### config.mk
export PLATFORM = sky130hd
export DESIGN_NAME = gtm_fifo
export DESIGN_NICKNAME = d
export VERILOG_FILES = /design/src/hw/rtl/gtm_pkg.sv /design/src/hw/rtl/gtm_fifo.sv
export SDC_FILE = /design/constraint.sdc
export NUM_CORES = 1
export LEC_CHECK = 0
export BUFFER_PORTS_ARGS = -buffer_cell sky130_fd_sc_hd__buf_2
export CAP_MARGIN = 20
export CORE_ASPECT_RATIO = 1.4
export CORE_UTILIZATION = 51
export DETAILED_ROUTE_END_ITERATION = 8
export GPL_TIMING_DRIVEN = 0
export PLACE_DENSITY = 0.81
export SETUP_SLACK_MARGIN = 0.05
export SLEW_MARGIN = 10
export SYNTH_ARGS = -nofsm -noshare
export SYNTH_HDL_FRONTEND = slang
export SYNTH_SLANG_ARGS = --single-unit
### constraint.sdc
create_clock -name clk -period 1.43 [get_ports clk]
set_input_delay 0.429 -clock clk [delete_from_list [all_inputs] [get_ports clk]]
set_output_delay 0.429 -clock clk [all_outputs]
set_load 0.005 [all_outputs]
### src/hw/rtl/gtm_pkg.sv
// shared types, widths, register map and fixed-point helpers for the goertzel tone block
// no dependencies; the rtl files refer to it by scoped names, the sim files import it
package gtm_pkg;

	// widths of fields and state
	localparam int STATE_WIDTH = 48;
	localparam int SAMPLE_WIDTH = 16;
	localparam int COEFF_WIDTH = 16;
	localparam int LEN_WIDTH = 16;
	localparam int MAG_WIDTH = 16;
	localparam int HI_WIDTH = STATE_WIDTH - 32;
	localparam int PROD_WIDTH = STATE_WIDTH + COEFF_WIDTH;

	// magnitude datapath widths
	localparam int ABS_WIDTH = 31;
	localparam int SQ_WIDTH = 2 * ABS_WIDTH;
	localparam int ROOT_WIDTH = 32;
	localparam int RAD_WIDTH = 2 * ROOT_WIDTH;
	localparam int REM_WIDTH = ROOT_WIDTH + 2;
	localparam int NUM_WIDTH = ROOT_WIDTH + 3;
	localparam int DEN_WIDTH = LEN_WIDTH + 1;
	localparam int DREM_WIDTH = DEN_WIDTH + 1;
	localparam int SQRT_STEPS = ROOT_WIDTH;
	localparam int DIV_STEPS = NUM_WIDTH;
	localparam int STEP_WIDTH = $clog2(DIV_STEPS);

	// sample queue
	localparam int QUEUE_DEPTH = 4;
	localparam int QPTR_WIDTH = $clog2(QUEUE_DEPTH);

	// configuration port
	localparam int CFG_ADDR_WIDTH = 4;
	localparam int CFG_DATA_WIDTH = 32;
	localparam logic [1:0] REG_BLOCK_LENGTH = 2'd0;
	localparam logic [1:0] REG_TWO_COS = 2'd1;
	localparam logic [1:0] REG_COSINE = 2'd2;
	localparam logic [1:0] REG_SINE = 2'd3;
	localparam logic [LEN_WIDTH-1:0] BLOCK_LENGTH_RST = 16'd205;
	localparam logic [COEFF_WIDTH-1:0] TWO_COS_RST = 16'h0000;
	localparam logic [COEFF_WIDTH-1:0] COSINE_RST = 16'h7fff;
	localparam logic [COEFF_WIDTH-1:0] SINE_RST = 16'h0000;

	// fractional bits of the coefficients
	localparam int TWO_COS_SHIFT = 14;
	localparam int TRIG_SHIFT = 15;

	typedef logic signed [STATE_WIDTH-1:0] state_t;
	typedef logic signed [STATE_WIDTH:0] wide_t;

	localparam state_t STATE_MAX = {1'b0, {(STATE_WIDTH-1){1'b1}}};
	localparam state_t STATE_MIN = {1'b1, {(STATE_WIDTH-1){1'b0}}};

	// one queued sample and its end-of-block mark
	typedef struct packed {
		logic signed [SAMPLE_WIDTH-1:0] sample;
		logic last;
	} q_entry_t;

	// state pair handed over at the end of a block
	typedef struct packed {
		state_t s1;
		state_t s2;
	} mag_job_t;

	// split sign-magnitude product, high and low partial products
	typedef struct packed {
		logic [HI_WIDTH+COEFF_WIDTH-1:0] hi;
		logic [32+COEFF_WIDTH-1:0] lo;
		logic neg;
	} prod_t;

	// partial products of |a| * |b|
	function automatic prod_t split_mul(state_t a, logic signed [COEFF_WIDTH-1:0] b);
		logic [STATE_WIDTH-1:0] ua;
		logic [COEFF_WIDTH-1:0] ub;
		prod_t p;
		ua = a[STATE_WIDTH-1] ? STATE_WIDTH'(-a) : STATE_WIDTH'(a);
		ub = b[COEFF_WIDTH-1] ? COEFF_WIDTH'(-b) : COEFF_WIDTH'(b);
		p.hi = (HI_WIDTH+COEFF_WIDTH)'(ua[STATE_WIDTH-1:32])
			* (HI_WIDTH+COEFF_WIDTH)'(ub);
		p.lo = (32+COEFF_WIDTH)'(ua[31:0]) * (32+COEFF_WIDTH)'(ub);
		p.neg = a[STATE_WIDTH-1] ^ b[COEFF_WIDTH-1];
		return p;
	endfunction

	// round half away from zero, drop sh fraction bits, saturate to the state range
	function automatic state_t round_sat(prod_t p, int sh);
		logic [PROD_WIDTH:0] sum;
		logic [PROD_WIDTH:0] m;
		logic [PROD_WIDTH:0] cap_pos;
		logic [PROD_WIDTH:0] cap_neg;
		state_t r;
		cap_neg = (PROD_WIDTH+1)'(1) << (STATE_WIDTH - 1);
		cap_pos = cap_neg - (PROD_WIDTH+1)'(1);
		sum = {1'b0, p.hi, 32'd0} + (PROD_WIDTH+1)'(p.lo)
			+ ((PROD_WIDTH+1)'(1) << (sh - 1));
		m = sum >> sh;
		if (!p.neg) begin
			r = (m > cap_pos) ? STATE_MAX : m[STATE_WIDTH-1:0];
		end else begin
			if (m > cap_neg) begin
				m = cap_neg;
			end
			r = ~m[STATE_WIDTH-1:0] + 1'b1;
		end
		return r;
	endfunction

	// clamp a one-bit-grown value back to the state range
	function automatic state_t clamp(wide_t v);
		state_t r;
		if (v > wide_t'(STATE_MAX)) begin
			r = STATE_MAX;
		end else if (v < wide_t'(STATE_MIN)) begin
			r = STATE_MIN;
		end else begin
			r = v[STATE_WIDTH-1:0];
		end
		return r;
	endfunction

	function automatic state_t sat_sub(state_t a, state_t b);
		return clamp(wide_t'(a) - wide_t'(b));
	endfunction

endpackage

### src/hw/rtl/gtm_fifo.sv
// short queue of classified samples between the front end and the recurrence
// depends on gtm_pkg
module gtm_fifo (
	input  logic clk,
	input  logic arst_n,
	input  logic push,
	input  gtm_pkg::q_entry_t push_entry,
	output logic push_ready,
	input  logic pop,
	output gtm_pkg::q_entry_t pop_entry,
	output logic pop_valid
);

	gtm_pkg::q_entry_t mem_q [gtm_pkg::QUEUE_DEPTH];
	logic [gtm_pkg::QPTR_WIDTH-1:0] wr_ptr_q;
	logic [gtm_pkg::QPTR_WIDTH-1:0] rd_ptr_q;
	logic [gtm_pkg::QPTR_WIDTH:0] fill_q;

	assign push_ready = fill_q != (gtm_pkg::QPTR_WIDTH+1)'(gtm_pkg::QUEUE_DEPTH);
	assign pop_valid = fill_q != '0;
	assign pop_entry = mem_q[rd_ptr_q];

	// pointers and fill level
	always_ff @(posedge clk or negedge arst_n) begin
		if (!arst_n) begin
			wr_ptr_q <= '0;
			rd_ptr_q <= '0;
			fill_q <= '0;
		end else begin
			if (push) begin
				wr_ptr_q <= wr_ptr_q + 1'b1;
			end
			if (pop) begin
				rd_ptr_q <= rd_ptr_q + 1'b1;
			end
			if (push && !pop) begin
				fill_q <= fill_q + 1'b1;
			end else if (pop && !push) begin
				fill_q <= fill_q - 1'b1;
			end
		end
	end

	// entry storage
	always_ff @(posedge clk) begin
		if (push) begin
			mem_q[wr_ptr_q] <= push_entry;
		end
	end

endmodule

After elaboration in Yosys (flattened, before gate mapping). Memories as Yosys holds them, arrays and structs flattened. Index checks and enable logic that the tools add are counted.

Bits in registers: 7. Memory bits (writable): 68. Input port bits: 21. Output and inout port bits: 19. Logic and storage cells: 19. Memories kept: 1.

Memories: mem_q (depth 4, width 17, read ports 1, clocked after Yosys merged registers in 0, write ports 1, RTL line gtm_fifo.sv:14) `gtm_pkg::q_entry_t mem_q [gtm_pkg::QUEUE_DEPTH];`.

Add/subtract/negate cells: 4. Equality and inequality tests: 1. Mux-type cells: 4. Reductions and logical operators: 6.

Operators with widths (number): 3-bit two-way mux (2); 2-bit by 1-bit adder with 2-bit output, second input constant (2); 3-bit by 1-bit adder with 3-bit output, second input constant (1); 3-bit != test, second input constant (1); 3-bit nonzero test (1); 3-bit by 1-bit subtractor with 3-bit output, second input constant (1); 1-bit logical AND (2); 1-bit logical NOT (2); 1-bit two-way mux (2); 2-bit nonzero test (1).

Longest topological paths before layout. Gate-level depths: netlist of the first run.

Depth after elaboration: 4. Mapped depth: 7. Depth with buffers taken out: 7.

Least setup slack after synthesis of the first run. Ideal clock, no wire load.

Kind: register -> output. Start: register rd_ptr_q[0] in the netlist's numbering. End: output pop_entry[0] in the netlist's numbering. Arrival time: 1.108 ns. Data required time: 1.001 ns. Path slack: -0.107 ns. Cell stages (with the launch flop): 4. Buffers on the path: 2. Cells stage by stage: dfrtp_1 buf_6 buf_12 mux4_2.

RTL lines: from (decl) (RTL line gtm_fifo.sv:16) `logic [gtm_pkg::QPTR_WIDTH-1:0] rd_ptr_q;`; from (signal assigned) (RTL line gtm_fifo.sv:34) `rd_ptr_q <= rd_ptr_q + 1'b1;`; to (decl) (RTL line gtm_fifo.sv:10) `output gtm_pkg::q_entry_t pop_entry,`.

==> results.py, run 1 <==
metrics = {
    "run_status": {
        "outcome": "finished with violations",
        "violations": "negative setup slack",
    },
    "pwr": {
        "p_comb_frac": 0.337,
        "p_seq_frac": 0.429,
        "switchingPower_mw": 1.87,
        "p_leak_nw": 1.28,
        "powerDensity_nw_per_um2": 2010,
        "total_power_mw": 7.10,
        "p_clk_frac": 0.233,
        "switching_share": 0.264,
        "ir_worst_vdd_uv": 1340,
        "internal_power_mw": 5.22,
    },
    "critical_path": {
        "crit_fanout": 5,
        "cp_slowest_cell": "mux4_2",
        "worst-path-buf-inv": 3,
        "required_ps": 1000,
        "cp_top_family": "multiplexers",
        "critical_path.max_stage_delay_ps": 510,
        "crit_type": "flop to output pin",
        "crit_path_start_kind": "flop",
        "critPathArrivalTime_ps": 1620,
        "end_kind": "output pin",
        "crit_chain": "buf_6, buf_12, mux4_2, buf_2",
    },
    "clocking": {
        "htree_levels": 3,
        "clock_latency_ps": 330,
        "root_buffer": "clkbuf_8",
        "clkTransAtPathRegs_ps": 70,
        "cts_sinks": 75,
        "cts_buffers": 9,
        "cts_tree": "built",
        "clockBufferDepth": 2,
    },
    "floorplan": {
        "io_pins": 40,
        "row_count": 32,
        "core_um2": 5490,
        "die_y_um": 91.1,
        "dieArea_um2": 5980,
        "start_util": 0.527,
        "die_w_um": 65.6,
    },
    "global_routing": {
        "grt_first_pass_wirelength_um": 7340,
        "grt_use_total": 0.177,
        "grt_pass1_vias": 1570,
        "antenna_found_initial": 0,
        "grt_max_degree": 18,
        "overflow": 0,
    },
    "final_layout": {
        "nFillCells": 354,
        "area_delta_synth_final_pct": 22.2,
        "drive_gt1_frac": 0.492,
        "seq_area_um2": 2220,
        "nets": 211,
        "fin_cells": 257,
        "multiInputGateArea_um2": 626,
        "diodes": 0,
    },
    "timing": {
        "finalSetupViolCount": 19,
        "rsz0062_at_grt": "yes",
        "relSlewSlack": 0.818,
        "tightestPinTransition_ps": 273,
        "hold_viol": 0,
        "slew_viol_final": 0,
        "finalWorstSetupSlack_ps": -617,
        "period_minus_slack_ps": 2050,
        "fin_setup_tns_ps": -10170,
        "fin_worst_skew_ps": 6.16,
        "clock.fmax_mhz": 489,
        "finalCritPeriodShare": 1.43,
    },
    "logic_synthesis": {
        "syn_inst": 124,
        "ys.warnings.count": 0,
        "yosys_register_bits": 75,
        "synth_edf_count": 68,
        "syn-cell-area_um2": 2890,
        "ys.flop_type": "edfxtp_1",
        "ys_async_sr_fraction": 0.0933,
        "synth_nets": 151,
        "yosysMostFrequentCell": "edfxtp_1",
        "synth_seq_area_share": 0.767,
        "synthTopCellsByArea": "edfxtp_1, mux4_1, mux4_2, dfrtp_1, ha_1",
        "synth_area_per_cell_um2": 23.3,
        "synth_largest_area_cell": "edfxtp_1",
        "synthTopCellsByCount": "edfxtp_1, mux4_1, mux4_2, dfrtp_1, ha_1",
        "yosysUniqueCellTypes": 18,
        "yosys.area.top_type_share": 0.706,
    },
    "placed_design": {
        "io_buffers": 39,
        "place_congestion": 0.673,
        "dp_cells": 231,
        "dp_hpwl_um": 2920,
    },
    "drt": {
        "post_drt_wl_per_cell_um": 18.4,
        "drc": 0,
        "vias_per_cell": 5.32,
        "drt-total-wl_um": 4730,
        "ant_nets": 0,
        "drt_iter0_drc": 43,
        "via_count": 1368,
        "firstDrtPassIters": 4,
    },
    "flow_run": {
        "cap_violations": 0,
    },
    "worst_hold_path": {
        "min_path_type": "input port to flop",
    },
}
==> registers in the layout (all words and copies together) (netlist names) <==
signal	cells
mem_q	68
fill_q	3
rd_ptr_q	2
wr_ptr_q	2
==> through the flow <==
stage / setup WS [ps] / hold slack, ps / instance area [µm²] / utilization
3_5_place_dp: -385 / 270 / 3200 / 0.584
2_1_floorplan: -107 / 133 / 2920 / -
4_1_cts: -629 / 291 / 3520 / 0.641
3_3_place_gp: -328 / 263 / 3200 / 0.584
5_1_grt: -667 / 293 / 3530 / 0.644
6_report: -617 / 308 / 3530 / 0.644
==> layer usage <==
layer	track usage	share of wire
met1	0.176	0.35
met3	0.0452	0.033
met5	0	0
met4	0.0978	0.027
met2	0.320	0.59
==> cells in the final DEF, fill, tap and decap left out <==
| cell type | n |
|---|---|
| buf_16 | 1 |
| xnor2_1 | 2 |
| inv_12 | 1 |
| ha_4 | 1 |
| mux2_2 | 1 |
| buf_2 | 39 |
| clkbuf_8 | 9 |
| nor2_4 | 1 |
| clkbuf_1 | 1 |
| dlygate4sd3_1 | 1 |
| nor2_1 | 1 |
| clkinv_2 | 1 |
| clkinvlp_4 | 1 |
| buf_6 | 4 |
| xor2_1 | 4 |
| nand2_1 | 3 |
| bufinv_16 | 2 |
| o21ai_0 | 1 |
| buf_12 | 3 |
| inv_1 | 2 |
| or3_1 | 1 |
| buf_4 | 4 |
| dfrtp_1 | 6 |
| dfrtp_2 | 1 |
| ha_1 | 4 |
| edfxtp_1 | 68 |
| mux4_2 | 17 |
| fa_2 | 1 |
| clkinv_1 | 2 |
| inv_2 | 1 |
| and2_4 | 5 |
==> power by group through the flow <==
stage               sequential, mW  combinational [mW]  clock, mW
global placement              3.07                1.79          0
CTS                           3.05                2.39       1.68
global route                  3.08                2.60       1.75
finish                        3.05                2.39       1.66
detailed placement            3.11                1.88          0
floorplan                     3.05                1.24          0
==> cell families (layout without fill, tap and decap cells) <==
family                   Yosys count  in the layout  synth area share
AO/OA/AOI/OAI                      1              1           0.00173
XOR/XNOR                           6              6            0.0182
adder cells (fa/ha/maj)            6              6            0.0286
buffers and inverters              8             72            0.0195
flip-flops                        75             75             0.767
multiplexers                      18             18             0.148
AND/OR/NAND/NOR                   10             11            0.0173
==> final timing paths <==
check                          endpoint  slack (ps)     startpoint  cells past startpoint
setup / recovery           pop_entry[9]        -620    rd_ptr_q[0]                      4
hold / removal              mem_q[0][5]         310  push_entry[5]                      1
setup reg to reg              fill_q[2]          40      fill_q[1]                      5
hold reg to reg               fill_q[2]         500      fill_q[2]                      1
max in group asynchronous     fill_q[0]         810         arst_n                      2
min in group asynchronous   wr_ptr_q[1]         450         arst_n                      2
==> what timing repair did <==
item,CTS,global route
hold buffers,1,0
resized for setup,23,1
hold endpoints to repair,7,0
endpoints found under the setup margin,88,23
buffers inserted,6,1
gates cloned,1,1
pin swaps,3,0
==> layout make-up <==
| cell class | instances | share of cell area |
|---|---|---|
| Buffer | 4 | 0.0142 |
| Clock buffer | 10 | 0.0361 |
| Clock inverter | 6 | 0.0227 |
| Inverter | 4 | 0.00779 |
| Multi-Input combinational cell | 42 | 0.177 |
| Sequential cell | 75 | 0.628 |
| Tap cell | 68 | 0.0241 |
| Timing Repair Buffer | 48 | 0.0900 |
Power figures use the tool's default switching activity.
==> run 2, diff against run 1 <==
BUFFER_PORTS_ARGS = -buffer_cell sky130_fd_sc_hd__buf_4   (was -buffer_cell sky130_fd_sc_hd__buf_2)
==> run 2 against run 1 <==
The run still ends with negative setup slack left. Sequential power barely moved. Hold slack got worse by 30 ps. Design area rose by 6.0%. Register-to-register slack got worse by 70 ps. Clock skew barely moved. Clock power rose by 4%. Sequential share of layout area fell by 3.6 points. Die area did not move. Routed wire length rose by 15%. Flip-flop and latch count did not move. Global-route usage rose by 2.2 points. Combinational power rose by 25%. Largest power group unchanged.
==> results.py, run 2 (synthesis results as in run 1) <==
metrics = {
    "critical_path": {
        "required_ps": 1000,
        "critPathArrivalTime_ps": 1710,
        "crit_fanout": 8,
        "crit_type": "flop to output pin",
        "crit_path_start_kind": "flop",
        "end_kind": "output pin",
    },
    "placed_design": {
        "io_buffers": 39,
        "dp_hpwl_um": 3110,
        "place_congestion": 0.673,
    },
    "final_layout": {
        "final_cell_mix": "edfxtp_1, buf_4, buf_6",
        "area_delta_synth_final_pct": 29.5,
        "final_common_cell": "edfxtp_1",
        "drive_gt1_frac": 0.541,
        "diodes": 0,
        "reg_top3": "mem_q: 68 flops, fill_q: 3 flops",
        "largest_reg_flops": 68,
        "regMostFlops": "mem_q",
        "fin_util": 0.683,
        "nets": 218,
    },
    "floorplan": {
        "start_util": 0.527,
        "core_um2": 5490,
        "io_pins": 40,
        "die_y_um": 91.1,
        "row_count": 32,
        "die_w_um": 65.6,
        "dieArea_um2": 5980,
    },
    "timing": {
        "rsz0062_at_grt": "yes",
        "finalSetupViolCount": 20,
        "hold_viol": 0,
        "tightestPinTransition_ps": 267,
        "period_minus_slack_ps": 2140,
        "relSlewSlack": 0.822,
        "slew_viol_final": 0,
        "finalCritPeriodShare": 1.50,
        "clock.fmax_mhz": 467,
        "finalWorstSetupSlack_ps": -711,
        "fin_worst_skew_ps": 6.28,
    },
    "global_routing": {
        "grt_use_total": 0.199,
        "overflow": 0,
        "grt_pass1_vias": 1558,
        "grt_first_pass_wirelength_um": 7990,
        "antenna_found_initial": 0,
        "grt_max_degree": 18,
    },
    "drt": {
        "vias_per_cell": 5.47,
        "drt-total-wl_um": 5460,
        "ant_nets": 0,
        "drc": 0,
        "drt_iter0_drc": 56,
        "firstDrtPassIters": 4,
        "via_count": 1445,
        "post_drt_wl_per_cell_um": 20.7,
    },
    "pwr": {
        "total_power_mw": 7.78,
        "switching_share": 0.272,
        "ir_worst_vdd_uv": 1370,
        "powerDensity_nw_per_um2": 2080,
        "p_clk_frac": 0.221,
        "p_leak_nw": 1.36,
        "p_comb_frac": 0.385,
        "internal_power_mw": 5.67,
        "switchingPower_mw": 2.12,
        "p_seq_frac": 0.394,
    },
    "clocking": {
        "cts_tree": "built",
        "cts_sinks": 75,
        "htree_levels": 3,
        "clkTransAtPathRegs_ps": 80,
        "root_buffer": "clkbuf_8",
        "cts_buffers": 9,
        "clock_latency_ps": 340,
        "clockBufferDepth": 2,
    },
    "worst_hold_path": {
        "min_path_type": "input port to flop",
    },
    "run_status": {
        "violations": "negative setup slack",
        "outcome": "finished with violations",
    },
    "flow_run": {
        "cap_violations": 0,
    },
}
-- run 2: cell count changes in the layout (fill, tap and decap cells not counted), sizes merged --
| cell | previous run | this run |
|---|---|---|
| and2 | 5 | 9 |
| buf | 51 | 53 |
| clkinvlp | 1 | 3 |
| clkinv | 3 | 2 |
-- run 2: layout make-up --
cell class	count	area [µm²]
Inverter	4	27.5
Tap cell	68	85.1
Multi-Input combinational cell	46	659
Clock inverter	7	92.6
Timing Repair Buffer	51	485
Buffer	4	53.8
Fill cell	335	1740
Sequential cell	75	2220
Clock buffer	9	124
-- run 2: power by group through the flow --
stage / Clock [mW] / Combinational (mW) / Sequential, mW
5_1_grt: 1.81 / 3.19 / 3.11
3_3_place_gp: 0 / 2.00 / 3.07
6_report: 1.72 / 2.99 / 3.07
2_1_floorplan: 0 / 1.24 / 3.05
3_5_place_dp: 0 / 2.11 / 3.12
4_1_cts: 1.75 / 2.85 / 3.06
-- run 2: per-stage QoR --
step / hold slack (ps) / std cells / setup WS [ps] / instance area [µm²] / setup TNS (ps)
finish: 279 / 264 / -711 / 3740 / -11850
global route: 269 / 264 / -750 / 3740 / -12660
CTS: 268 / 259 / -718 / 3690 / -12070
detailed placement: 248 / 231 / -412 / 3300 / -12860
global placement: 244 / 231 / -343 / 3300 / -8680
floorplan: 133 / 124 / -107 / 2920 / -1140
-- run 2: repair_timing --
action / 4_1_cts / 5_1_grt
hold buffers: 1 / 0
gates cloned: 2 / 4
hold endpoints to repair: 7 / 0
pin swaps: 5 / 4
setup buffers: 9 / 1
gates resized for setup: 33 / 13
endpoints found under the setup margin: 88 / 69
-- run 2: routing by layer --
metal,vias to the layer above,wire (µm),global-route usage
li1,634,-,-
met1,746,1860,0.206
met2,49,3190,0.349
met3,16,231,0.0452
met4,0,173,0.123
met5,-,0,0
-- run 2: final timing paths --
kind | startpoint | to | slack (ps) | cells past startpoint
min | push_entry[5] | mem_q[0][5] | 280 | 1
max in group asynchronous | arst_n | wr_ptr_q[1] | 870 | 2
max reg2reg | fill_q[0] | fill_q[2] | -30 | 5
max | rd_ptr_q[0] | pop_entry[11] | -710 | 4
min in group asynchronous | arst_n | fill_q[2] | 430 | 2
min reg2reg | fill_q[2] | fill_q[2] | 520 | 1
-- run 2: worst max-delay path: stages, from the launching register on --
cell     delay (ps)
dfrtp_1         390
buf_8           170
buf_12          130
mux4_2          520
buf_6           140
==> run 3, diff against run 2 <==
CELL_PAD_IN_SITES_DETAIL_PLACEMENT = 1   (was not set)
CELL_PAD_IN_SITES_GLOBAL_PLACEMENT = 2   (was not set)
CORE_UTILIZATION = 39   (was 51)
PLACE_DENSITY = 0.8   (was 0.81)
TNS_END_PERCENT = 30   (was not set)
==> run 3 against run 2 <==
The run still ends with negative setup slack left. Die area rose by 30%. Via count is 4.8% lower. Design area down 1.8%. Critical endpoint is now pop_entry[15]. Hold slack improved by 10 ps. Total power decreased by 4.0%. Combinational power fell by 11%. Highest routed layer unchanged. Flip-flop and latch count is the same. Routed wire length fell by 1.1%. Global-route usage down 4.4 points. Critical path depth unchanged.
==> results.py, run 3 (synthesis results as in run 1) <==
metrics = {
    "run_status": {
        "outcome": "finished with violations",
        "violations": "negative setup slack",
    },
    "critical_path": {
        "worstReg2RegStart": "fill_q[0]",
        "crit_type": "flop to output pin",
        "r2r_cells": 4,
        "required_ps": 1000,
        "crit_path_start_kind": "flop",
        "r2r-end": "fill_q[2]",
        "end_kind": "output pin",
        "crit_end": "pop_entry[15]",
        "cp-startpoint": "rd_ptr_q[0]",
        "ff2ff_setup_slack_ps": 10,
        "critPathArrivalTime_ps": 1620,
        "crit_fanout": 7,
    },
    "timing": {
        "hold-worst-slack_ps": 289,
        "finalWorstSetupSlack_ps": -623,
        "slew_viol_final": 0,
        "hold_viol": 0,
        "rsz0062_at_grt": "yes",
        "finalCritPeriodShare": 1.44,
        "relSlewSlack": 0.819,
        "finalSetupViolCount": 19,
        "period_minus_slack_ps": 2050,
        "clock.fmax_mhz": 487,
        "tightestPinTransition_ps": 271,
        "fin_worst_skew_ps": 7.53,
    },
    "drt": {
        "drt_iter0_drc": 75,
        "firstDrtPassIters": 4,
        "post_drt_wl_per_cell_um": 19.2,
        "drc": 0,
        "drt-total-wl_um": 5390,
        "via_count": 1376,
        "vias_per_cell": 4.90,
        "ant_nets": 0,
    },
    "clocking": {
        "cts_buffers": 9,
        "htree_levels": 3,
        "cts_tree": "built",
        "root_buffer": "clkbuf_8",
        "clock_latency_ps": 340,
        "clkTransAtPathRegs_ps": 80,
        "clockBufferDepth": 2,
        "cts_sinks": 75,
    },
    "floorplan": {
        "die_w_um": 74.8,
        "start_util": 0.409,
        "row_count": 36,
        "die_y_um": 104,
        "core_um2": 7070,
        "dieArea_um2": 7770,
        "io_pins": 40,
    },
    "pwr": {
        "p_seq_frac": 0.414,
        "switching_share": 0.265,
        "ir_worst_vdd_uv": 812,
        "powerDensity_nw_per_um2": 2030,
        "p_leak_nw": 1.32,
        "total_power_mw": 7.47,
        "p_clk_frac": 0.228,
        "p_comb_frac": 0.358,
        "switchingPower_mw": 1.98,
        "internal_power_mw": 5.49,
    },
    "placed_design": {
        "dp_hpwl_um": 3670,
        "dp_slack_ps": -414,
        "io_buffers": 39,
        "placed_area_um2": 3330,
        "place_congestion": 0.681,
    },
    "final_layout": {
        "seq_area_um2": 2220,
        "reg_top3": "mem_q: 68 flops, fill_q: 3 flops",
        "largest_reg_flops": 68,
        "nFillCells": 666,
        "drive_gt1_frac": 0.478,
        "fin_util": 0.520,
        "area_delta_synth_final_pct": 27.2,
        "nets": 208,
        "regMostFlops": "mem_q",
        "multiInputGateArea_um2": 609,
        "final_common_cell": "edfxtp_1",
        "fin_area_um2": 3680,
        "diodes": 0,
        "final_cell_mix": "edfxtp_1, buf_4, buf_6",
    },
    "global_routing": {
        "grt_use_total": 0.155,
        "grt_max_degree": 18,
        "antenna_found_initial": 0,
        "overflow": 0,
        "grt_first_pass_wirelength_um": 8220,
        "grt_pass1_vias": 1538,
    },
    "worst_hold_path": {
        "whs_path_depth": 1,
        "min_path_type": "input port to flop",
        "hold_path.startpoint": "push_entry[2]",
    },
    "flow_run": {
        "cap_violations": 0,
    },
}
[run 3: cell count changes in the layout (fill, tap and decap cells not counted), sizes merged]
cell	before	now
clkinvlp	3	0
and2	9	4
clkbuf	10	11
buf	53	49
clkinv	2	3
[run 3: worst max-delay path: stages (launching register included)]
cell     delay, ps
dfrtp_1        350
buf_6          150
buf_12         140
mux4_2         510
buf_6          130
[run 3: routing by layer]
metal  part of all wire  wire length [µm]  GRT usage
met3              0.042               227     0.0417
met5                  0                 0          0
met4              0.018                98     0.0782
met2               0.55              2990      0.262
met1               0.39              2080      0.175
[run 3: final cells by class]
| class | instances | share of cell area |
|---|---|---|
| inverters | 4 | 0.00749 |
| well taps | 95 | 0.0323 |
| repair buffers | 46 | 0.121 |
| clock buffers | 11 | 0.0357 |
| clock inverters | 5 | 0.0211 |
| plain buffers | 4 | 0.0136 |
| multi-input cells | 41 | 0.166 |
| flip-flops and latches | 75 | 0.603 |
[run 3: stage by stage]
| stage | setup TNS [ps] | std cells |
|---|---|---|
| after floorplan | -1380 | 124 |
| final | -10780 | 281 |
| after global routing | -12010 | 281 |
| after detailed placement | -23270 | 258 |
| after global placement | -19320 | 258 |
| after CTS | -11100 | 281 |
[run 3: repair_timing]
action,CTS,global route
gates cloned,1,0
pin swaps,2,1
endpoints found under the hold margin,7,0
gates resized for setup,37,1
hold buffers,1,0
setup endpoints to repair,88,37
setup buffers,5,0
[run 3: how the worst min path moves through the flow]
stage / end
after global placement: fill_q[2]
after detailed placement: fill_q[1]
final: mem_q[0][2]
after global routing: mem_q[0][2]
after floorplan: fill_q[0]
after CTS: mem_q[0][12]
[run 3: power groups by stage]
stage	combinational, mW	clock [mW]	sequential, mW
final	2.67	1.70	3.09
after floorplan	1.24	0	3.05
after global placement	2.03	0	3.07
after detailed placement	2.12	0	3.14
after CTS	2.72	1.74	3.10
after global routing	2.87	1.81	3.13
